$ cat src/hdl/assert_macros.svh
// assertion helpers, clocked on the rising edge, off while reset is held
`ifndef ASSERT_MACROS_SVH
`define ASSERT_MACROS_SVH

// condition must hold at every edge
`define CHK_ALWAYS(label, clk, rst_n, cond) \
    label: assert property (@(posedge clk) disable iff (!rst_n) (cond)) \
        else $error("check failed");

// consequent must hold at the next edge after the antecedent
`define CHK_NEXT(label, clk, rst_n, ante, cons) \
    label: assert property (@(posedge clk) disable iff (!rst_n) (ante) |=> (cons)) \
        else $error("check failed");

`endif

$ cat src/hdl/sts_pkg.sv
`default_nettype none
package sts_pkg;

    localparam int unsigned QueueDepth = 2;
    localparam int unsigned SqrtSteps  = 31;
    localparam int unsigned DivSteps   = 17;
    localparam logic [1:0]  LastIdx    = 2'd3;

    typedef struct packed {
        logic signed [15:0] c0_x;
        logic signed [15:0] c0_y;
        logic signed [15:0] c0_z;
        logic signed [15:0] c1_x;
        logic signed [15:0] c1_y;
        logic signed [15:0] c1_z;
        logic signed [15:0] c2_x;
        logic signed [15:0] c2_y;
        logic signed [15:0] c2_z;
    } in_item_t;

    typedef struct packed {
        logic signed [15:0] o0_x;
        logic signed [15:0] o0_y;
        logic signed [15:0] o0_z;
        logic signed [15:0] o1_x;
        logic signed [15:0] o1_y;
        logic signed [15:0] o1_z;
        logic signed [15:0] o2_x;
        logic signed [15:0] o2_y;
        logic signed [15:0] o2_z;
        logic               last_of_four;
    } out_item_t;

    typedef struct packed {
        logic signed [15:0] x;
        logic signed [15:0] y;
        logic signed [15:0] z;
    } vec_t;

    typedef struct packed {
        logic signed [16:0] x;
        logic signed [16:0] y;
        logic signed [16:0] z;
    } sum_vec_t;

    // one classified triangle: corners, edge sums and squared lengths
    typedef struct packed {
        in_item_t    corners;
        sum_vec_t    s_a;   // c0 + c2
        sum_vec_t    s_b;   // c0 + c1
        sum_vec_t    s_c;   // c1 + c2
        logic [33:0] l2_a;
        logic [33:0] l2_b;
        logic [33:0] l2_c;
    } work_t;

    typedef enum logic [2:0] {
        MID_IDLE,
        MID_SQRT,
        MID_PREP,
        MID_DIV,
        MID_DONE
    } mid_state_t;

endpackage
`default_nettype wire

$ cat src/hdl/sts_mid.sv
`default_nettype none
// one edge midpoint: bit-serial root, then three restoring dividers
module sts_mid (
    input  wire logic              clk,
    input  wire logic              rst_n,
    input  wire logic              start,
    input  wire sts_pkg::sum_vec_t s,
    input  wire logic [33:0]       l2,
    input  wire logic              ack,
    output logic                   done,
    output sts_pkg::vec_t          res
);

    sts_pkg::mid_state_t st_reg, st_next;
    logic [4:0]          cnt_reg, cnt_next;
    logic [61:0]         rad_reg;
    logic [32:0]         rem_reg;
    logic [30:0]         root_reg;
    logic                zero_reg;
    logic [2:0]          sgn_reg;
    logic [2:0][16:0]    mag_reg;
    logic [31:0]         d_reg;
    logic [2:0][31:0]    drem_reg;
    logic [2:0][16:0]    dlo_reg;
    logic [2:0][16:0]    q_reg;
    logic [2:0][16:0]    s_arr;
    logic [34:0]         sq_t, sq_trial;
    logic                sq_take;
    logic [2:0][15:0]    r_arr;

    assign s_arr   = {s.x, s.y, s.z};
    assign sq_t    = {rem_reg, rad_reg[61:60]};
    assign sq_trial = {2'b00, root_reg, 2'b01};
    assign sq_take = (sq_t >= sq_trial);
    assign done    = (st_reg == sts_pkg::MID_DONE);

    always_comb
    begin
        st_next  = st_reg;
        cnt_next = cnt_reg;
        unique case (st_reg)
            sts_pkg::MID_IDLE:
            begin
                cnt_next = '0;
                if (start)
                    st_next = sts_pkg::MID_SQRT;
            end
            sts_pkg::MID_SQRT:
            begin
                cnt_next = cnt_reg + 1'b1;
                if (cnt_reg == 5'(sts_pkg::SqrtSteps - 1))
                    st_next = sts_pkg::MID_PREP;
            end
            sts_pkg::MID_PREP:
            begin
                cnt_next = '0;
                st_next  = sts_pkg::MID_DIV;
            end
            sts_pkg::MID_DIV:
            begin
                cnt_next = cnt_reg + 1'b1;
                if (cnt_reg == 5'(sts_pkg::DivSteps - 1))
                    st_next = sts_pkg::MID_DONE;
            end
            sts_pkg::MID_DONE:
            begin
                if (ack)
                    st_next = sts_pkg::MID_IDLE;
            end
            default:
                st_next = sts_pkg::MID_IDLE;
        endcase
    end

    always_ff @(posedge clk or negedge rst_n)
    begin
        if (!rst_n)
        begin
            st_reg  <= sts_pkg::MID_IDLE;
            cnt_reg <= '0;
        end
        else
        begin
            st_reg  <= st_next;
            cnt_reg <= cnt_next;
        end
    end

    always_ff @(posedge clk)
    begin
        logic [45:0] dvd;
        logic [32:0] t;
        if (st_reg == sts_pkg::MID_IDLE && start)
        begin
            rad_reg  <= {l2, 28'b0};
            rem_reg  <= '0;
            root_reg <= '0;
            zero_reg <= (l2 == '0);
            for (int i = 0; i < 3; i++)
            begin
                sgn_reg[i] <= s_arr[i][16];
                mag_reg[i] <= s_arr[i][16] ? 17'(-s_arr[i]) : s_arr[i];
            end
        end
        else if (st_reg == sts_pkg::MID_SQRT)
        begin
            rad_reg <= {rad_reg[59:0], 2'b00};
            if (sq_take)
            begin
                rem_reg  <= 33'(sq_t - sq_trial);
                root_reg <= {root_reg[29:0], 1'b1};
            end
            else
            begin
                rem_reg  <= sq_t[32:0];
                root_reg <= {root_reg[29:0], 1'b0};
            end
        end
        else if (st_reg == sts_pkg::MID_PREP)
        begin
            d_reg <= {root_reg, 1'b0};
            for (int i = 0; i < 3; i++)
            begin
                dvd = {mag_reg[i], 29'b0} + {15'b0, root_reg};
                drem_reg[i] <= {3'b000, dvd[45:17]};
                dlo_reg[i]  <= dvd[16:0];
                q_reg[i]    <= '0;
            end
        end
        else if (st_reg == sts_pkg::MID_DIV)
        begin
            for (int i = 0; i < 3; i++)
            begin
                t = {drem_reg[i], dlo_reg[i][16]};
                dlo_reg[i] <= {dlo_reg[i][15:0], 1'b0};
                if (t >= {1'b0, d_reg})
                begin
                    drem_reg[i] <= 32'(t - {1'b0, d_reg});
                    q_reg[i]    <= {q_reg[i][15:0], 1'b1};
                end
                else
                begin
                    drem_reg[i] <= t[31:0];
                    q_reg[i]    <= {q_reg[i][15:0], 1'b0};
                end
            end
        end
    end

    always_comb
    begin
        for (int i = 0; i < 3; i++)
        begin
            if (zero_reg)
                r_arr[i] = '0;
            else if (sgn_reg[i])
                r_arr[i] = 16'(-q_reg[i][15:0]);
            else
                r_arr[i] = q_reg[i][15:0];
        end
        res.x = r_arr[2];
        res.y = r_arr[1];
        res.z = r_arr[0];
    end

endmodule
`default_nettype wire

$ cat src/hdl/sts_back.sv
`default_nettype none
`include "assert_macros.svh"
module sts_back (
    input  wire logic           clk,
    input  wire logic           rst_n,
    input  wire sts_pkg::work_t rdata,
    input  wire logic           qempty,
    output logic                rpop,
    output sts_pkg::out_item_t  subtri,
    output logic                empty,
    input  wire logic           pop
);

    logic              busy_reg;
    sts_pkg::in_item_t cur_reg;
    logic [2:0]        mdone;
    sts_pkg::vec_t     ma, mb, mc;
    logic              done_all, load, emit_last, start;

    logic              ev_reg;
    logic [1:0]        idx_reg;
    sts_pkg::vec_t     c0_reg, c1_reg, c2_reg, a_reg, b_reg, m_reg;
    sts_pkg::vec_t     p0, p1, p2;

    assign start     = !busy_reg && !qempty;
    assign rpop      = start;
    assign done_all  = &mdone;
    assign emit_last = ev_reg && pop && (idx_reg == sts_pkg::LastIdx);
    assign load      = busy_reg && done_all && (!ev_reg || emit_last);
    assign empty     = !ev_reg;

    sts_mid u_mid_a (
        .clk(clk), .rst_n(rst_n), .start(start), .s(rdata.s_a), .l2(rdata.l2_a),
        .ack(load), .done(mdone[0]), .res(ma)
    );
    sts_mid u_mid_b (
        .clk(clk), .rst_n(rst_n), .start(start), .s(rdata.s_b), .l2(rdata.l2_b),
        .ack(load), .done(mdone[1]), .res(mb)
    );
    sts_mid u_mid_c (
        .clk(clk), .rst_n(rst_n), .start(start), .s(rdata.s_c), .l2(rdata.l2_c),
        .ack(load), .done(mdone[2]), .res(mc)
    );

    always_ff @(posedge clk or negedge rst_n)
    begin
        if (!rst_n)
        begin
            busy_reg <= 1'b0;
            ev_reg   <= 1'b0;
            idx_reg  <= '0;
        end
        else
        begin
            if (start)
                busy_reg <= 1'b1;
            else if (load)
                busy_reg <= 1'b0;
            if (load)
            begin
                ev_reg  <= 1'b1;
                idx_reg <= '0;
            end
            else if (ev_reg && pop)
            begin
                idx_reg <= idx_reg + 1'b1;
                if (idx_reg == sts_pkg::LastIdx)
                    ev_reg <= 1'b0;
            end
        end
    end

    always_ff @(posedge clk)
    begin
        if (start)
            cur_reg <= rdata.corners;
        if (load)
        begin
            c0_reg <= {cur_reg.c0_x, cur_reg.c0_y, cur_reg.c0_z};
            c1_reg <= {cur_reg.c1_x, cur_reg.c1_y, cur_reg.c1_z};
            c2_reg <= {cur_reg.c2_x, cur_reg.c2_y, cur_reg.c2_z};
            a_reg  <= ma;
            b_reg  <= mb;
            m_reg  <= mc;
        end
    end

    // sub-triangle order: (c0,b,a) (b,c1,m) (a,b,m) (a,m,c2)
    always_comb
    begin
        case (idx_reg)
            2'd0:
            begin
                p0 = c0_reg; p1 = b_reg; p2 = a_reg;
            end
            2'd1:
            begin
                p0 = b_reg; p1 = c1_reg; p2 = m_reg;
            end
            2'd2:
            begin
                p0 = a_reg; p1 = b_reg; p2 = m_reg;
            end
            default:
            begin
                p0 = a_reg; p1 = m_reg; p2 = c2_reg;
            end
        endcase
        subtri.o0_x = p0.x; subtri.o0_y = p0.y; subtri.o0_z = p0.z;
        subtri.o1_x = p1.x; subtri.o1_y = p1.y; subtri.o1_z = p1.z;
        subtri.o2_x = p2.x; subtri.o2_y = p2.y; subtri.o2_z = p2.z;
        subtri.last_of_four = (idx_reg == sts_pkg::LastIdx);
    end

    `CHK_ALWAYS(a_lockstep, clk, rst_n, (mdone[0] == mdone[1]) && (mdone[1] == mdone[2]))
    `CHK_ALWAYS(a_idle_units, clk, rst_n, busy_reg || !(|mdone))
    `CHK_NEXT(a_last_drains, clk, rst_n, emit_last && !load, empty)

endmodule
`default_nettype wire

$ cat config.mk
export PLATFORM = sky130hd
export DESIGN_NAME = sts_back
export DESIGN_NICKNAME = d
export VERILOG_FILES = /design/src/hdl/sts_pkg.sv /design/src/hdl/sts_mid.sv /design/src/hdl/sts_back.sv
export VERILOG_INCLUDE_DIRS = /design/src /design/src/hdl
export SDC_FILE = /design/constraint.sdc
export NUM_CORES = 2
export LEC_CHECK = 0
export CAP_MARGIN = 10
export CELL_PAD_IN_SITES_DETAIL_PLACEMENT = 0
export CELL_PAD_IN_SITES_GLOBAL_PLACEMENT = 1
export CORE_MARGIN = 5
export CORE_UTILIZATION = 46
export CTS_CLUSTER_DIAMETER = 200
export DETAILED_ROUTE_END_ITERATION = 6
export DONT_BUFFER_PORTS = 1
export PLACE_DENSITY = 0.74
export SLEW_MARGIN = 40
export SYNTH_ARGS = -nofsm -noshare
export SYNTH_HDL_FRONTEND = slang
export SYNTH_SLANG_ARGS = --single-unit
$ cat constraint.sdc
create_clock -name clk -period 9.8 [get_ports clk]
set_input_delay 0.49 -clock clk [delete_from_list [all_inputs] [get_ports clk]]
set_output_delay 0.49 -clock clk [all_outputs]
set_load 0.1 [all_outputs]
# After elaboration in Yosys (flattened, before gate mapping)

Index checks and enable logic that the tools add are counted.
Widths: inputs -> output; s select.

Add/sub/neg operators: 43
Muxes and demuxes: 87
$lt $le $gt $ge: 12
Bitwise gates (word level): 6
Reductions and logical operators: 50
Equal/unequal tests: 33

Operators with widths:

| operator           | number |
|---|---|
| $add 46x31->46     | 9 |
| $mux 62            | 6 |
| $mux 51            | 6 |
| $ge 33x32->1       | 9 |
| $mux 16            | 18 |
| $mux 32            | 9 |
| $mux 96            | 3 |
| $pmux 48 s2        | 3 |
| $sub 32x32->32     | 9 |
| $mux 93            | 3 |
| $neg 17->17        | 9 |
| $mux 50            | 3 |
| $neg 16->16        | 9 |
| $ge 35x33->1       | 3 |
| $logic_not 34->1   | 3 |
| $mux 33            | 3 |
| $sub 33x33->33     | 3 |
| $pmux 3 s5         | 3 |
| $eq 5x5->1 const B | 6 |
| $pmux 5 s2         | 3 |
| $mux 3             | 8 |
| $reduce_bool 2->1  | 12 |
| $reduce_and 3->1   | 7 |
| $eq 3x2->1 const B | 6 |
| 19 further kinds   | 78 |

Word-level logic and storage cells: 339
Input bits: 403
Bits in registers: 1597

# Depth between registers and ports, before layout

Word-level depth: 6
Depth in mapped cells: 15
Depth with buffers taken out: 13

# Hierarchy

Synthesis repeated with hierarchy kept, for this count alone.

Cell total of the unflattened synthesis: 8681
Area total of the unflattened synthesis: 86257.7 µm²

Modules (own cells, without submodules):

| module            | cells each | times used | area an instance (µm²) |
|---|---|---|---|
| sts_mid (u_mid_b) | 2669       | 1          | 23643.9 |
| sts_mid (u_mid_a) | 2571       | 1          | 23407.4 |
| sts_mid (u_mid_c) | 2489       | 1          | 23211.0 |
| sts_back          | 952        | 1          | 15995.3 |

# Worst setup path after synthesis

No wires, ideal clock.

Path kind: register to register
From: register u_mid_a.st_reg[1]
To: register u_mid_a.d_reg[10] (enable)
Period minus slack after synthesis: 9.866 ns
Setup time: 0.407 ns
Arrival: 9.459 ns
Setup slack: -0.066 ns
Required time: 9.393 ns
Path buffers: 4
Cell stages (with the launch flop): 8
Cells stage by stage: dfrtp_1 > clkbuf_1 > nor2b_1 > nand2b_1 > clkbuf_1 > clkinv_1 > clkbuf_1 > buf_1

Word-level cells in the longest chain between the ends: 4
Elaborated cells on any way between the ends: 7
Those cells by class: eq/ne: 2; bitwise: 2; reduce/logical: 3

Ends and longest elaborated chain:

| element                        | line           | source |
|---|---|---|
| from (decl)                    | sts_mid.sv:14  | `sts_pkg::mid_state_t st_reg, st_next;` |
| from (signal assigned)         | sts_mid.sv:79  | `st_reg <= sts_pkg::MID_IDLE;` |
| from (signal assigned)         | sts_mid.sv:84  | `st_reg <= st_next;` |
| $logic_not 3->1                | sts_mid.sv:93  | `if (st_reg == sts_pkg::MID_IDLE && start)` |
| $logic_and 1x1->1              | sts_mid.sv:93  |  |
| $not 1->1 (no line)            | --             |  |
| $reduce_and 3->1 (no line) (*) | --             |  |
| to (signal assigned)           | sts_mid.sv:121 | `d_reg <= {root_reg, 1'b0};` |
| to (decl)                      | sts_mid.sv:22  | `logic [31:0] d_reg;` |

Every way passes the cells marked *; elsewhere a longest branch is shown, timed or not.
A chain may end at the register's enable or synchronous reset.

==> metrics.md <==
| Metric | Value |
|---|---|
| Critical path type | `flop to output pin` |
| Sequential fraction of design power | `27.2%` |
| Num ports | `550` |
| Fillers | `16300` |
| Post-synthesis sequential area ratio | `between 40% and 50%` |
| Vias | `approximately 66000` |
| Fmax | `about 200 MHz` |
| Hold Vio Cnt, Final | `0` |
| Gate power share | `55.3%` |
| Pwr dens | `roughly 400 nW/um^2` |
| Initial antenna violation count | `30` |
| Clk_skew | `0.0769 ns` |
| Distinct cells, synth | `95` |
| Vias in the first global route | `approximately 65000` |
| Power Internal | `between 20 and 25 mW` |
| Max reg flops | `144` |
| First-pass GRT wire length | `slightly below 400000 microns` |
| Core Region | `between 150000 and 200000 sq um` |
| Ys async rst share | `approximately 1.9%` |
| Worst R2R Setup Slack | `5.34 ns` |
| Register bit total from synthesis | `1489` |
| Syn Inst Count | `8482` |
| Final setup vio count | `0` |
| Post-CTS Setup Bufs | `0` |
| Clock latency on the worst-skew pair | `between 0.8 and 0.9 ns` |
| Leading cell types in the layout, fill and taps excluded | `1269 x edfxtp_1, 936 x nand2_1, 660 x nor2_1, 617 x a21oi_1, 452 x dlygate4sd3_1` |
| Mapped Area | `~86000 sq um` |
| P&R area growth vs syn | `17.0%` |
| Total Nets Final | `roughly 9700` |
| Setup TNS | `0 ns` |
| DRC viols | `0` |
| Root Driver | `clkbuf_16` |
| Fin Hold WS | `0.0705 ns` |
| Total Wirelength | `between 200000 and 300000 microns` |
| Final Max Tran Viols | `0` |
| Initial Util | `a little under half` |
| Pleak | `roughly 38 nW` |
| Pin count of the biggest net entering global routing | `143` |
| Fin crit period | `about 5.0 ns` |
| Detailed Route Iter0 Violations | `about 4900` |
| Tcrit/Tclk final | `between 50% and 60%` |
| CTS max path bufs | `3` |
| PortBufs | `0` |
| Slew of the pin with the lowest slew margin | `0.895 ns` |
| Clock sink count | `about 1500` |
| Setup WS pre-CTS | `5.38 ns` |
| Switching part of the total power | `between 40% and 50%` |
| Clock Power Share | `~17%` |
| Post-route setup slack | `4.79 ns` |
| CTS tree | `built` |
| Drt pass-1 iters | `6` |
| Worst Path Max Fanout | `66` |
| Tot GR Track Use | `approximately a quarter` |
| CP Launch Type | `flop` |
| Peak supply drop | `0.322 mV` |
| Number of synthesized flops with an enable pin | `around 1300` |
| Synthesis warning total | `0` |
| ANT nets after route | `0` |
| Die height | `between 400 and 500 microns` |
| Worst EP arrival | `between 4 and 5 ns` |
| CP required | `9.31 ns` |
| Reg clk slew, reported paths | `around 0.060 ns` |
| Worst slew margin | `between 40% and 50%` |
| RSZ-0062 raised after global routing | `no` |
| GP Congestion | `roughly 0.92` |
| Mapped Avg Cell Area | `10.1 sq um` |
| HPWL Detailed | `approximately 180000 microns` |
| Die area | `195000 sq um` |
| Syn nets | `just over 9000` |
| Outcome | `completed` |
| Max cap viols | `0` |
| Main flop type after synthesis | `edfxtp_1` |
| Share of post-route cells with drive strength above 1 | `roughly 7.1%` |
| Number of gates resized after cts | `0` |
| DR vias/cell | `about 5.8` |
| Routed WL per cell | `22.4 microns` |
| H-tree Lvls | `4` |
| Cts bufs inserted | `168` |
| Commonest non-fill, non-tap cell in the layout | `edfxtp_1` |
| HP Class | `primary input to flop` |
| Die width | `approximately 440 microns` |
| Total grt overflow | `0` |
| Sw Pwr | `18.2 mW` |
| Std cell rows | `roughly 160` |
| CP endpoint kind | `output pin` |
## per-stage QoR
stage,area [sq um],util [%],std cells,total power [mW]
floorplan,85600,-,8482,27.0
global placement,88500,47.8,10700,31.4
detailed placement,89400,48.3,10700,32.0
CTS,100000,54.0,11500,39.1
global route,100000,54.0,11500,41.7
finish,100000,54.0,11500,39.0
## power groups by stage
stage	registers, mW	logic [mW]	clock network (mW)
floorplan	10.5	16.6	0
global placement	10.7	20.7	0
detailed placement	10.7	21.3	0
CTS	10.6	21.6	6.93
global route	10.8	23.6	7.23
finish	10.6	21.6	6.81
## cell usage after synthesis, drive strengths merged, types with 36 or more instances
cell type  number  area, sq um
edfxtp       1269        38100
nand2         979         3670
nor2          666         2500
a21oi         619         3110
o21ai         596         2980
ha            421         5270
xnor2         409         3580
inv           349         1310
clkbuf        307         1150
xor2          268         2350
nand3         233         1170
a21o          227         1700
dfxtp         192         3840
a22oi         152         1150
and2          142          888
nor3          129          646
a211oi        120          906
mux2i         118         1180
o31ai          95          713
nand2b         90          563
nor2b          79          494
and3           77          482
nand4          72          450
buf            64          298
a31oi          57          357
nor4           57          363
or3            57          357
o21bai         55          413
o21a           52          390
o22ai          44          275
or4            38          285
mux2           36          405
## worst max-delay path: stages, from the launching register on
cell	delay (ns)
dfrtp_1	0.48
ha_4	0.46
buf_4	0.55
buf_6	0.67
buf_8	0.71
nand2_1	0.26
o21ai_4	0.35
## final cells by class
cell class	instances	area (sq um)	area share [%]
Antenna cell	21	52.6	0.0525
Inverter	352	1350	1.34
Tap cell	2480	3100	3.10
Sequential cell	1489	42700	42.6
Timing Repair Buffer	559	5550	5.55
Multi-Input combinational cell	6270	41400	41.3
Clock inverter	116	1580	1.57
Clock buffer	197	4470	4.46
## kinds of logic (layout without fill, tap and decap cells)
family	after synthesis	after routing	synth area share [%]
buffers and inverters	723	1224	3.24
XOR/XNOR	677	677	6.93
AND/OR/NAND/NOR	2730	2730	14.9
AO/OA/AOI/OAI	2270	2270	16.7
other	0	21	0
adder cells (fa/ha/maj)	439	439	6.58
multiplexers	154	154	1.85
flip-flops	1489	1489	49.8
## per-layer routing
| layer | share of wire, % | vias to the layer above | GRT usage, % | routed length, microns |
|---|---|---|---|---|
| met5 | 0.0050 | - | 0 | 13 |
| met4 | 4.5 | 2 | 10.2 | 11600 |
| met3 | 5.3 | 477 | 3.74 | 13600 |
| met2 | 48 | 1840 | 42.8 | 123000 |
| met1 | 43 | 32100 | 33.5 | 110000 |
| li1 | - | 31800 | - | - |
## worst paths after layout
path,from,end,depth (start not counted)
setup / recovery,idx_reg[0]$_DFFE_PN0P_,subtri[8],6
min in group asynchronous,rst_n,u_mid_a.cnt_reg[4]$_DFFE_PN0P_,2
setup reg to reg,u_mid_c.drem_reg[64]$_DFFE_PP_,u_mid_c.drem_reg[3]$_DFFE_PP_,14
hold / removal,rdata[238],u_mid_a.mag_reg[35]$_DFFE_PP_,4
hold reg to reg,cur_reg[111]$_DFFE_PP_,c0_reg[15]$_DFFE_PP_,0
max in group asynchronous,rst_n,u_mid_a.cnt_reg[1]$_DFFE_PN0P_,2
## what timing repair did
action,4_1_cts,5_1_grt
hold buffers,456,0
endpoints found under the hold margin,443,0
endpoints found under the setup margin,0,0
(Power assumes the default switching activity.)
