===== config.mk =====
export PLATFORM = sky130hd
export DESIGN_NAME = sts_queue
export DESIGN_NICKNAME = d
export VERILOG_FILES = /design/src/hdl/sts_pkg.sv /design/src/hdl/sts_queue.sv
export VERILOG_INCLUDE_DIRS = /design/src /design/src/hdl
export SDC_FILE = /design/constraint.sdc
export NUM_CORES = 1
export LEC_CHECK = 0
export BUFFER_PORTS_ARGS = -buffer_cell sky130_fd_sc_hd__buf_2
export CAP_MARGIN = 20
export CORE_AREA = 2 2 310 312
export CTS_CLUSTER_DIAMETER = 60
export DETAILED_ROUTE_END_ITERATION = 10
export DIE_AREA = 0 0 312 314
export SYNTH_ARGS = -nofsm -noshare
export SYNTH_HDL_FRONTEND = slang
export SYNTH_SLANG_ARGS = --single-unit

===== constraint.sdc =====
create_clock -name clk -period 22.7 [get_ports clk]
set_input_delay 4.54 -clock clk [delete_from_list [all_inputs] [get_ports clk]]
set_output_delay 4.54 -clock clk [all_outputs]
set_load 0.02 [all_outputs]

===== src/hdl/assert_macros.svh =====
// assertion helpers, clocked on the rising edge, off while reset is held
`ifndef ASSERT_MACROS_SVH
`define ASSERT_MACROS_SVH

// condition must hold at every edge
`define CHK_ALWAYS(label, clk, rst_n, cond) \
    label: assert property (@(posedge clk) disable iff (!rst_n) (cond)) \
        else $error("check failed");

// consequent must hold at the next edge after the antecedent
`define CHK_NEXT(label, clk, rst_n, ante, cons) \
    label: assert property (@(posedge clk) disable iff (!rst_n) (ante) |=> (cons)) \
        else $error("check failed");

`endif


===== src/hdl/sts_pkg.sv =====
`default_nettype none
package sts_pkg;

    localparam int unsigned QueueDepth = 2;
    localparam int unsigned SqrtSteps  = 31;
    localparam int unsigned DivSteps   = 17;
    localparam logic [1:0]  LastIdx    = 2'd3;

    typedef struct packed {
        logic signed [15:0] c0_x;
        logic signed [15:0] c0_y;
        logic signed [15:0] c0_z;
        logic signed [15:0] c1_x;
        logic signed [15:0] c1_y;
        logic signed [15:0] c1_z;
        logic signed [15:0] c2_x;
        logic signed [15:0] c2_y;
        logic signed [15:0] c2_z;
    } in_item_t;

    typedef struct packed {
        logic signed [15:0] o0_x;
        logic signed [15:0] o0_y;
        logic signed [15:0] o0_z;
        logic signed [15:0] o1_x;
        logic signed [15:0] o1_y;
        logic signed [15:0] o1_z;
        logic signed [15:0] o2_x;
        logic signed [15:0] o2_y;
        logic signed [15:0] o2_z;
        logic               last_of_four;
    } out_item_t;

    typedef struct packed {
        logic signed [15:0] x;
        logic signed [15:0] y;
        logic signed [15:0] z;
    } vec_t;

    typedef struct packed {
        logic signed [16:0] x;
        logic signed [16:0] y;
        logic signed [16:0] z;
    } sum_vec_t;

    // one classified triangle: corners, edge sums and squared lengths
    typedef struct packed {
        in_item_t    corners;
        sum_vec_t    s_a;   // c0 + c2
        sum_vec_t    s_b;   // c0 + c1
        sum_vec_t    s_c;   // c1 + c2
        logic [33:0] l2_a;
        logic [33:0] l2_b;
        logic [33:0] l2_c;
    } work_t;

    typedef enum logic [2:0] {
        MID_IDLE,
        MID_SQRT,
        MID_PREP,
        MID_DIV,
        MID_DONE
    } mid_state_t;

endpackage
`default_nettype wire


===== src/hdl/sts_queue.sv =====
`default_nettype none
`include "assert_macros.svh"
// small FIFO; DEPTH is a power of two, 2 or more
module sts_queue #(
    parameter int unsigned DEPTH = sts_pkg::QueueDepth
) (
    input  wire logic           clk,
    input  wire logic           rst_n,
    input  wire sts_pkg::work_t wdata,
    input  wire logic           wpush,
    output logic                qfull,
    output sts_pkg::work_t      rdata,
    input  wire logic           rpop,
    output logic                qempty
);

    localparam int unsigned PtrW = $clog2(DEPTH);
    localparam int unsigned CntW = $clog2(DEPTH + 1);

    sts_pkg::work_t  mem [DEPTH];
    logic [PtrW-1:0] wptr_reg, rptr_reg;
    logic [CntW-1:0] cnt_reg, cnt_next;
    logic            do_w, do_r;

    assign qfull  = (cnt_reg == CntW'(DEPTH));
    assign qempty = (cnt_reg == '0);
    assign do_w   = wpush && !qfull;
    assign do_r   = rpop && !qempty;
    assign rdata  = mem[rptr_reg];

    always_comb
    begin
        cnt_next = cnt_reg;
        if (do_w && !do_r)
            cnt_next = cnt_reg + 1'b1;
        else if (do_r && !do_w)
            cnt_next = cnt_reg - 1'b1;
    end

    always_ff @(posedge clk or negedge rst_n)
    begin
        if (!rst_n)
        begin
            wptr_reg <= '0;
            rptr_reg <= '0;
            cnt_reg  <= '0;
        end
        else
        begin
            if (do_w)
                wptr_reg <= wptr_reg + 1'b1;
            if (do_r)
                rptr_reg <= rptr_reg + 1'b1;
            cnt_reg <= cnt_next;
        end
    end

    always_ff @(posedge clk)
    begin
        if (do_w)
            mem[wptr_reg] <= wdata;
    end

    `CHK_ALWAYS(a_cnt_bound, clk, rst_n, cnt_reg <= CntW'(DEPTH))
    `CHK_NEXT(a_ptr_gap, clk, rst_n, qempty && !do_w, wptr_reg == rptr_reg)

endmodule
`default_nettype wire


== Word-level counts from Yosys, hierarchy flattened ==
Memories as Yosys holds them, arrays and structs flattened.
Index checks and enable logic that the tools add are counted.

* Memories: 1
* RAM bits: 798
* Logic and storage cells: 23
* Register bits after elaboration: 4

* Muxes and demuxes: 4
* $add $sub $neg: 4
* Equality and inequality tests: 1
* Reduce and logical (&&, ||, !) cells: 10

{| class="wikitable"
|+ Memory list
! memory !! words !! bits a word !! read ports !! clocked after memory_dff !! write ports !! line !! source
|-
| mem || 2 || 399 || 1 || 0 || 1 || sts_queue.sv:20 || <nowiki>sts_pkg::work_t mem [DEPTH];</nowiki>
|}

{| class="wikitable"
|+ Operators with widths
! cell !! count
|-
| $logic_and A1 B1 Y1 || 4
|-
| $logic_not A1 Y1 || 4
|-
| $mux W2 || 2
|-
| $add A1 B1 Y1 const B || 2
|-
| $add A2 B1 Y2 const B || 1
|-
| $eq A2 B2 Y1 const B || 1
|-
| $logic_not A2 Y1 || 1
|-
| $mux W1 || 2
|-
| $reduce_bool A2 Y1 || 1
|-
| $sub A2 B1 Y2 const B || 1
|}

== Logic depth before layout (Yosys ltp) ==
Gate-level depths: netlist of run 1.

* Depth in word-level cells: 7
* Gate-level depth with buffers: 7
* Gate-level depth less buffers: 7

== Worst setup path after synthesis of run 1 ==
OpenSTA, ideal clock, no wires.

* Path type: input port to flip-flop
* Start: input port wpush
* End: memory mem[0][0] (netlist bit), enable pin
* Stages: 2
* Arrival time: 21.138 ns
* Slack: 0.394 ns
* Cell sequence: nand2_1 nor2_1

* Word-level cells in the longest chain between the ends: 3

{| class="wikitable"
|+ Ends and longest elaborated chain
! what !! line !! source
|-
| start: declaration || sts_queue.sv:10 || <nowiki>input wire logic wpush,</nowiki>
|-
| $logic_and A1 B1 Y1 || sts_queue.sv:27 || <nowiki>assign do_w = wpush && !qfull;</nowiki>
|-
| $mux W1 || sts_queue.sv:60 || <nowiki>if (do_w)</nowiki>
|-
| $mux W1 (implied by the code) || sts_queue.sv:61 || <nowiki>mem[wptr_reg] <= wdata;</nowiki>
|-
| end: declaration || sts_queue.sv:20 ||
|}

Every way passes these cells.

==> impl_metrics.tcl, run 1 <==
set metrics [dict create \
    reg2reg_depth 5 \
    grt_first_pass_wirelength_um 101600 \
    gp_congestion 0.8295 \
    arrival_ns 4.53 \
    cap_viol_max_count 0 \
    design_area_sq_um 38550 \
    worst_clock_skew_ns 0.02330 \
    chipHeight_um 314 \
    finalNonFillerCells 3465 \
    p_sw_mw 1.745 \
    synth_top_family_by_area "multiplexers" \
    port_buffers 803 \
    grt_pass1_vias 16085 \
    dieArea_sq_um 97970 \
    hold_buffers 0 \
    drtIter0Drc 933 \
    yosys.area_share.xor_xnor_pct 0.1411 \
    worst_slew_pin_slew_ns 1.187 \
    routed_wl_um 71320 \
    setup_viol 0 \
    crit_type "reg -> out" \
    hp-class "reg -> reg" \
    ys_types 14 \
    dieWidth_um 312 \
    cp-end-kind "primary output" \
    hold-path-endpoint "cnt_reg[1]" \
    fin_tns_setup_ns 0 \
    p_clk_share_pct 24.3 \
    synth_area_sq_um 31040 \
    p_leak_nw 15.30 \
    dp_hpwl_um 50750 \
    synth_fa_ha_area_share_pct 0.04031 \
    p_per_area_nw_per_um2 138.1 \
    max_slew_margin_pct 20.88 \
    p_int_mw 3.579 \
    hp-start "cnt_reg[1]" \
    num_io_pins 804 \
    status "finished, final reports clean" \
    synth_compound_area_share_pct 0.01612 \
    post_drt_via_cell_ratio 4.395 \
    dr_total_vias 15227 \
    synthSimpleGateAreaFrac_pct 0.08867 \
    worstPathMaxFanout 98 \
    area_delta_synth_final_pct 24.18 \
    initial_core_util_pct 32.87 \
    clock-sinks 802 \
    clockBufferDepth 3 \
    synth_area_leaders "edfxtp_1, mux2_4, buf_12, dfrtp_1, xnor2_1" \
    syn_nets 1665 \
    cts_tree "yes" \
    root_buffer "clkbuf_16" \
    layout_common_cells "buf_2, edfxtp_1, mux2_4" \
    wl_per_cell_um 20.58 \
    cts_setup_buffers 0 \
    reg2reg_from "cnt_reg[0]" \
    seq_area_frac_synth_pct 77.52 \
    htree_num_levels 3 \
    cts_buffers 86 \
    ys_warn_count 0 \
    drc 0 \
    dp.cells 3299 \
    yosys.area.top_type "edfxtp_1" \
    syn_inst 1261 \
    seq_power_share_pct 40.1 \
    overflow 0 \
    grt_usage_pct 13.92 \
    peakVddDrop_uv 103.4 \
    combPwrFrac_pct 35.7 \
    placed_area_sq_um 35920 \
    cts_resized 0 \
    max_freq_ghz 0.1103 \
    final_core_util_pct 40.82 \
    drv_slew 0 \
    antenna_found_initial 18 \
    synth_top_area_share_pct 77.19 \
    period_share_pct 39.95 \
    required_ns 18.16 \
    reg2reg_slack_ns 18.33 \
    finalNetCount 2526 \
    sw_frac_of_total_pct 32.77 \
    clk_pin_slew_ns 0.06 \
    num_rows 113 \
    synth-seq-cells 802 \
    cp-start-kind "register" \
    min_period_ns 9.069 \
    firstDrtPassIters 5 \
    synth_mux_area_share_pct 19.30 \
    hold_depth 1 \
    hold_viol 0 \
    mostFrequentLayoutCell "buf_2" \
    rsz0062_at_grt "no" \
    largest_reg_flops 798 \
    syn_area_per_cell_sq_um 24.62 \
    core-area_sq_um 94450 \
    grt_max_degree 165 \
    clk_latency_ns 0.63 \
    r2r-end "mem[1][91]" \
    antenna_left 0 \
    drive_gt1_share_pct 61.00 \
]
power by group through the flow:
stage / Clock [mW] / Combinational [mW] / Sequential (mW)
finish: 1.29 / 1.90 / 2.13
global route: 1.39 / 2.00 / 2.16
CTS: 1.33 / 1.93 / 2.14
detailed placement: 0 / 1.92 / 2.17
global placement: 0 / 1.90 / 2.16
floorplan: 0 / 1.51 / 2.32
cell type report:
| class | instances | area, sq um |
|---|---|---|
| Antenna cell | 13 | 32.53 |
| Clock buffer | 108 | 2256 |
| Clock inverter | 45 | 341.6 |
| Fill cell | 8518 | 55900 |
| Inverter | 2 | 7.507 |
| Multi-Input combinational cell | 412 | 6092 |
| Sequential cell | 802 | 24070 |
| Tap cell | 1265 | 1583 |
| Timing Repair Buffer | 818 | 4169 |
per-layer routing:
layer  vias up  track usage, %  wire length, um
met4        10           7.561             2930
met2       641           24.64            37460
met1      7620           14.62            25150
met3       157           4.625             5722
met5         -               0               62
li1       6799               -                -
cells by family (layout without fill, tap and decap cells):
group	Yosys count	after routing
AOI/OAI and AO/OA	1	1
xor gates and xnor gates	5	5
adders and majority gates	1	1
buffers and inverters	47	973
DFF	802	802
muxes	399	399
other	0	13
and+or+nand+nor	6	6
stage by stage:
stage | power, mW | hold slack (ns) | setup slack [ns]
after global placement | 4.060 | 0.5033 | 14.35
after global routing | 5.549 | 0.5776 | 13.41
after detailed placement | 4.088 | 0.5027 | 14.26
after floorplan | 3.835 | 0.4604 | 0.3940
final | 5.324 | 0.5294 | 13.63
after CTS | 5.398 | 0.5314 | 13.53
synthesized netlist by cell type:
cell type	number
edfxtp_1	798
mux2_4	399
buf_12	44
dfrtp_1	4
nor2_1	3
xnor2_1	3
inv_1	2
xor2_1	2
and3_1	1
buf_6	1
ha_1	1
nand2_1	1
nand2b_1	1
o21ai_0	1
worst max path at each step:
stage | from | endpoint | slack [ns] | depth (start not counted)
floorplan | wpush | mem[0][0] | 0.39 | 2
global placement | rptr_reg | rdata[243] | 14.35 | 5
detailed placement | rptr_reg | rdata[256] | 14.26 | 5
CTS | rptr_reg | rdata[256] | 13.53 | 5
global route | rptr_reg | rdata[203] | 13.41 | 5
finish | rptr_reg | rdata[203] | 13.63 | 5
worst max-delay path: stages, from the launching register on:
cell	delay, ns
dfrtp_4	0.83
buf_4	0.77
buf_4	0.93
buf_12	0.56
mux2_4	0.36
buf_2	0.16
Note: power is estimated with default switching activity, not from simulation.
==> run 2, diff against run 1 <==
--- a/config.mk
+++ b/config.mk
@@ -8,10 +8,10 @@
 export LEC_CHECK = 0
 export BUFFER_PORTS_ARGS = -buffer_cell sky130_fd_sc_hd__buf_2
 export CAP_MARGIN = 20
-export CORE_AREA = 2 2 310 312
+export CORE_AREA = 2 2 316 318
 export CTS_CLUSTER_DIAMETER = 60
 export DETAILED_ROUTE_END_ITERATION = 10
-export DIE_AREA = 0 0 312 314
+export DIE_AREA = 0 0 318 320
 export SYNTH_ARGS = -nofsm -noshare
 export SYNTH_HDL_FRONTEND = slang
 export SYNTH_SLANG_ARGS = --single-unit
==> constraint.sdc (replaced) <==
create_clock -name clk -period 7.85 [get_ports clk]
set_input_delay 1.57 -clock clk [delete_from_list [all_inputs] [get_ports clk]]
set_output_delay 1.57 -clock clk [all_outputs]
set_load 0.02 [all_outputs]
==> impl_metrics.tcl, run 2 (synthesis results as in run 1) <==
set metrics [dict create \
    status "finished, final reports clean" \
    critPathSlowestCell "dfrtp_4" \
    cts_resized 0 \
    worst_slew_pin_slew_ns 1.458 \
    drc 0 \
    antenna_found_initial 39 \
    root_buffer "clkbuf_16" \
    drtIter0Drc 933 \
    fin_tns_setup_ns 0 \
    cts_tree "yes" \
    cp_cell_sequence "buf_12 > mux2_4 > buf_2" \
    setup_viol 0 \
    cp-start-kind "register" \
    grt_max_degree 180 \
    design_area_sq_um 38860 \
    clock-sinks 802 \
    hp-class "reg -> reg" \
    htree_num_levels 3 \
    timing.final.ws_setup_ns 3.265 \
    pre_cts_ws_ns 3.866 \
    dr_total_vias 15135 \
    hold_viol 0 \
    cts_setup_buffers 0 \
    chipHeight_um 320 \
    layout_common_cells "buf_2, edfxtp_1, mux2_4" \
    finalNetCount 2529 \
    clockBufferDepth 3 \
    crit_type "reg -> out" \
    arrival_ns 3.02 \
    post_drt_via_cell_ratio 4.328 \
    clk_latency_ns 0.66 \
    grt_first_pass_wirelength_um 102200 \
    num_io_pins 804 \
    cp_top_family "flip-flops" \
    final_core_util_pct 39.66 \
    p_leak_nw 15.42 \
    placed_area_sq_um 36000 \
    drv_slew 0 \
    period_share_pct 58.41 \
    antenna_left 0 \
    num_rows 115 \
    p_per_area_nw_per_um2 402.2 \
    dieArea_sq_um 101800 \
    dp_hpwl_um 49670 \
    firstDrtPassIters 4 \
    grt_pass1_vias 16391 \
    worstPathMaxFanout 105 \
    n_fill_cell 8852 \
    port_buffers 803 \
    dieWidth_um 318 \
    finalNonFillerCells 3497 \
    reg2reg_slack_ns 4.78 \
    critPathBufInv 2 \
    cp-end-kind "primary output" \
    largest_reg_flops 798 \
    gp_congestion 0.7760 \
    min_period_ns 4.585 \
    grt_usage_pct 13.45 \
    initial_core_util_pct 31.68 \
    dp.cells 3321 \
    area_delta_synth_final_pct 25.19 \
    wl_per_cell_um 20.24 \
    peakVddDrop_uv 306.2 \
    drive_gt1_share_pct 61.36 \
    cts_buffers 89 \
    holdWs_ns 0.5322 \
    max_freq_ghz 0.2181 \
    rsz0062_at_grt "no" \
    core-area_sq_um 97990 \
    overflow 0 \
    max_slew_margin_pct 2.782 \
    required_ns 6.28 \
    power.total_mw 15.63 \
    worst_clock_skew_ns 0.02326 \
    clk_pin_slew_ns 0.05 \
    routed_wl_um 70790 \
    cap_viol_max_count 0 \
    hold_buffers 0 \
    mostFrequentLayoutCell "buf_2" \
    slowest_delay_ns 0.96 \
]
run 2: cell count changes in the layout (fill, tap and decap cells not counted), sizes merged:
cell / before / now
bufinv: 3 / 5
clkinv: 33 / 35
clkinvlp: 3 / 1
diode: 13 / 18
inv: 8 / 11
run 2: layout make-up:
type	instances	area, sq um	share of cell area, %
Antenna cell	18	45.04	0.1159
Sequential cell	802	24070	61.93
Clock inverter	50	496.7	1.278
Timing Repair Buffer	818	4207	10.82
Tap cell	1287	1610	4.144
Multi-Input combinational cell	412	6108	15.72
Inverter	2	7.507	0.01932
Clock buffer	108	2320	5.969
run 2: power breakdown:
part | internal, mW | switching, mW
registers | 5.87 | 0.283
logic | 2.34 | 3.17
clock network | 2.29 | 1.67
run 2: routing by layer:
metal	global-route usage [%]	vias to the layer above	share of wire, %
met5	0	-	0.22
met4	6.106	24	3.0
met3	6.446	151	11
met2	22.93	663	50
met1	14.01	7497	35
li1	-	6800	-
run 2: final timing paths:
kind                       cells past startpoint       start     endpoint
setup / recovery                               3    rptr_reg   rdata[133]
hold / removal                                 1  cnt_reg[1]   cnt_reg[1]
setup reg to reg                               5  cnt_reg[0]  mem[0][188]
hold reg to reg                                1  cnt_reg[1]   cnt_reg[1]
max in group asynchronous                      1       rst_n     rptr_reg
min in group asynchronous                      1       rst_n     wptr_reg
run 2: worst register-to-register path, cell delays in order, from the launching register on:
cell      delay [ns]
dfrtp_1         0.42
nand2b_1        0.37
nand2_8         0.10
nor2_4          0.16
buf_4           0.68
buf_4           0.89
==> run 3, diff against run 2 <==
==> constraint.sdc (replaced) <==
create_clock -name clk -period 3.9 [get_ports clk]
set_input_delay 0.78 -clock clk [delete_from_list [all_inputs] [get_ports clk]]
set_output_delay 0.78 -clock clk [all_outputs]
set_load 0.02 [all_outputs]
==> impl_metrics.tcl, run 3 (synthesis results as in run 1) <==
set metrics [dict create \
    grt_usage_pct 13.85 \
    dieArea_sq_um 101800 \
    cts_tree "yes" \
    dieWidth_um 318 \
    chipHeight_um 320 \
    p_per_area_nw_per_um2 801.2 \
    crit_type "reg -> out" \
    finalNetCount 2567 \
    initial_core_util_pct 31.68 \
    placed_area_sq_um 36380 \
    grt_first_pass_wirelength_um 104700 \
    largest_reg_flops 798 \
    worst_slew_pin_slew_ns 0.6477 \
    final_core_util_pct 39.82 \
    design_area_sq_um 39020 \
    required_ns 3.12 \
    clock-sinks 802 \
    num_rows 115 \
    cap_viol_max_count 0 \
    max_slew_margin_pct 56.82 \
    dp_hpwl_um 52790 \
    root_buffer "clkbuf_16" \
    holdWs_ns 0.3259 \
    hold_viol 0 \
    layout_common_cells "buf_2, edfxtp_1, mux2_4" \
    area_delta_synth_final_pct 25.70 \
    rsz0062_at_grt "no" \
    worstPathMaxFanout 30 \
    post_drt_via_cell_ratio 4.329 \
    num_io_pins 804 \
    drv_slew 0 \
    fin_tns_setup_ns 0 \
    cp-end-kind "primary output" \
    reg2reg_slack_ns 1.60 \
    antenna_left 0 \
    drc 0 \
    clk_latency_ns 0.63 \
    setup_viol 0 \
    peakVddDrop_uv 531.6 \
    hp-class "in -> reg" \
    drtIter0Drc 873 \
    core-area_sq_um 97990 \
    cts_buffers 85 \
    clockBufferDepth 3 \
    max_freq_ghz 0.3028 \
    drive_gt1_share_pct 61.80 \
    wl_per_cell_um 20.70 \
    clk_pin_slew_ns 0.06 \
    p_leak_nw 15.56 \
    min_period_ns 3.302 \
    cp-start-kind "register" \
    port_buffers 803 \
    htree_num_levels 3 \
    worst_clock_skew_ns 0.01568 \
    grt_pass1_vias 16449 \
    firstDrtPassIters 4 \
    mostFrequentLayoutCell "buf_2" \
    routed_wl_um 73030 \
    grt_max_degree 95 \
    period_share_pct 84.67 \
    arrival_ns 2.52 \
    overflow 0 \
    pre_cts_ws_ns 1.176 \
    status "finished, final reports clean" \
    timing.final.ws_setup_ns 0.5978 \
    gp_congestion 0.7960 \
    dr_total_vias 15273 \
    antenna_found_initial 33 \
]
==> run 3: cell count changes in the layout (fill, tap and decap cells not counted), moves of 3 or more <==
cell       change
buf_4         +35
clkinv_1       +5
clkbuf_16      -3
diode_2       -10
buf_12         +6
clkinv_16      -3
==> run 3: per-stage QoR <==
step / power [mW] / cells
2_1_floorplan: 21.55 / 1261
3_3_place_gp: 23.95 / 3362
3_5_place_dp: 24.09 / 3362
4_1_cts: 31.73 / 3520
5_1_grt: 32.63 / 3526
6_report: 31.26 / 3528
==> run 3: power by group <==
| part | total (mW) | internal [mW] | switching [mW] | leakage (nW) |
|---|---|---|---|---|
| registers | 12.3 | 11.8 | 0.525 | 7.46 |
| logic | 11.4 | 4.90 | 6.53 | 6.82 |
| clock network | 7.54 | 4.30 | 3.23 | 1.28 |
| total | 31.3 | 21.0 | 10.3 | 15.6 |
==> run 3: path summary, 6_finish.rpt <==
kind                             from           to  depth (start not counted)
max                          rptr_reg    rdata[24]                          3
min                        wdata[214]  mem[1][214]                          1
max reg2reg                cnt_reg[0]  mem[0][217]                          5
min reg2reg                cnt_reg[1]   cnt_reg[1]                          1
max in group asynchronous       rst_n     rptr_reg                          2
min in group asynchronous       rst_n     rptr_reg                          2
==> run 3: repair_timing <==
item / CTS / global route
endpoints found under the hold margin: 4 / 0
gates resized for setup: 0 / 0
setup endpoints to repair: 0 / 0
buffers inserted: 0 / 0
hold buffers: 1 / 0
==> run 3: layer usage <==
metal,track usage (%),routed length (um),up-vias
met5,0,175,-
met4,5.503,2540,28
met3,6.294,7145,154
met2,23.38,36120,646
met1,15.15,27050,7576
li1,-,-,6869
==> run 3: cell type report <==
type / instances / area (sq um)
timing repair buffer: 860 / 4599
clock buffer: 105 / 2245
fill: 8762 / 58970
inverter: 2 / 7.507
multi-input combinational: 412 / 6108
clock inverter: 52 / 364.1
antenna: 8 / 20.02
tap: 1287 / 1610
sequential: 802 / 24070
==> run 3: critical path, stage by stage (launching register included) <==
cell	delay (ns)
dfrtp_4	0.77
buf_4	0.56
mux2_4	0.35
buf_2	0.16
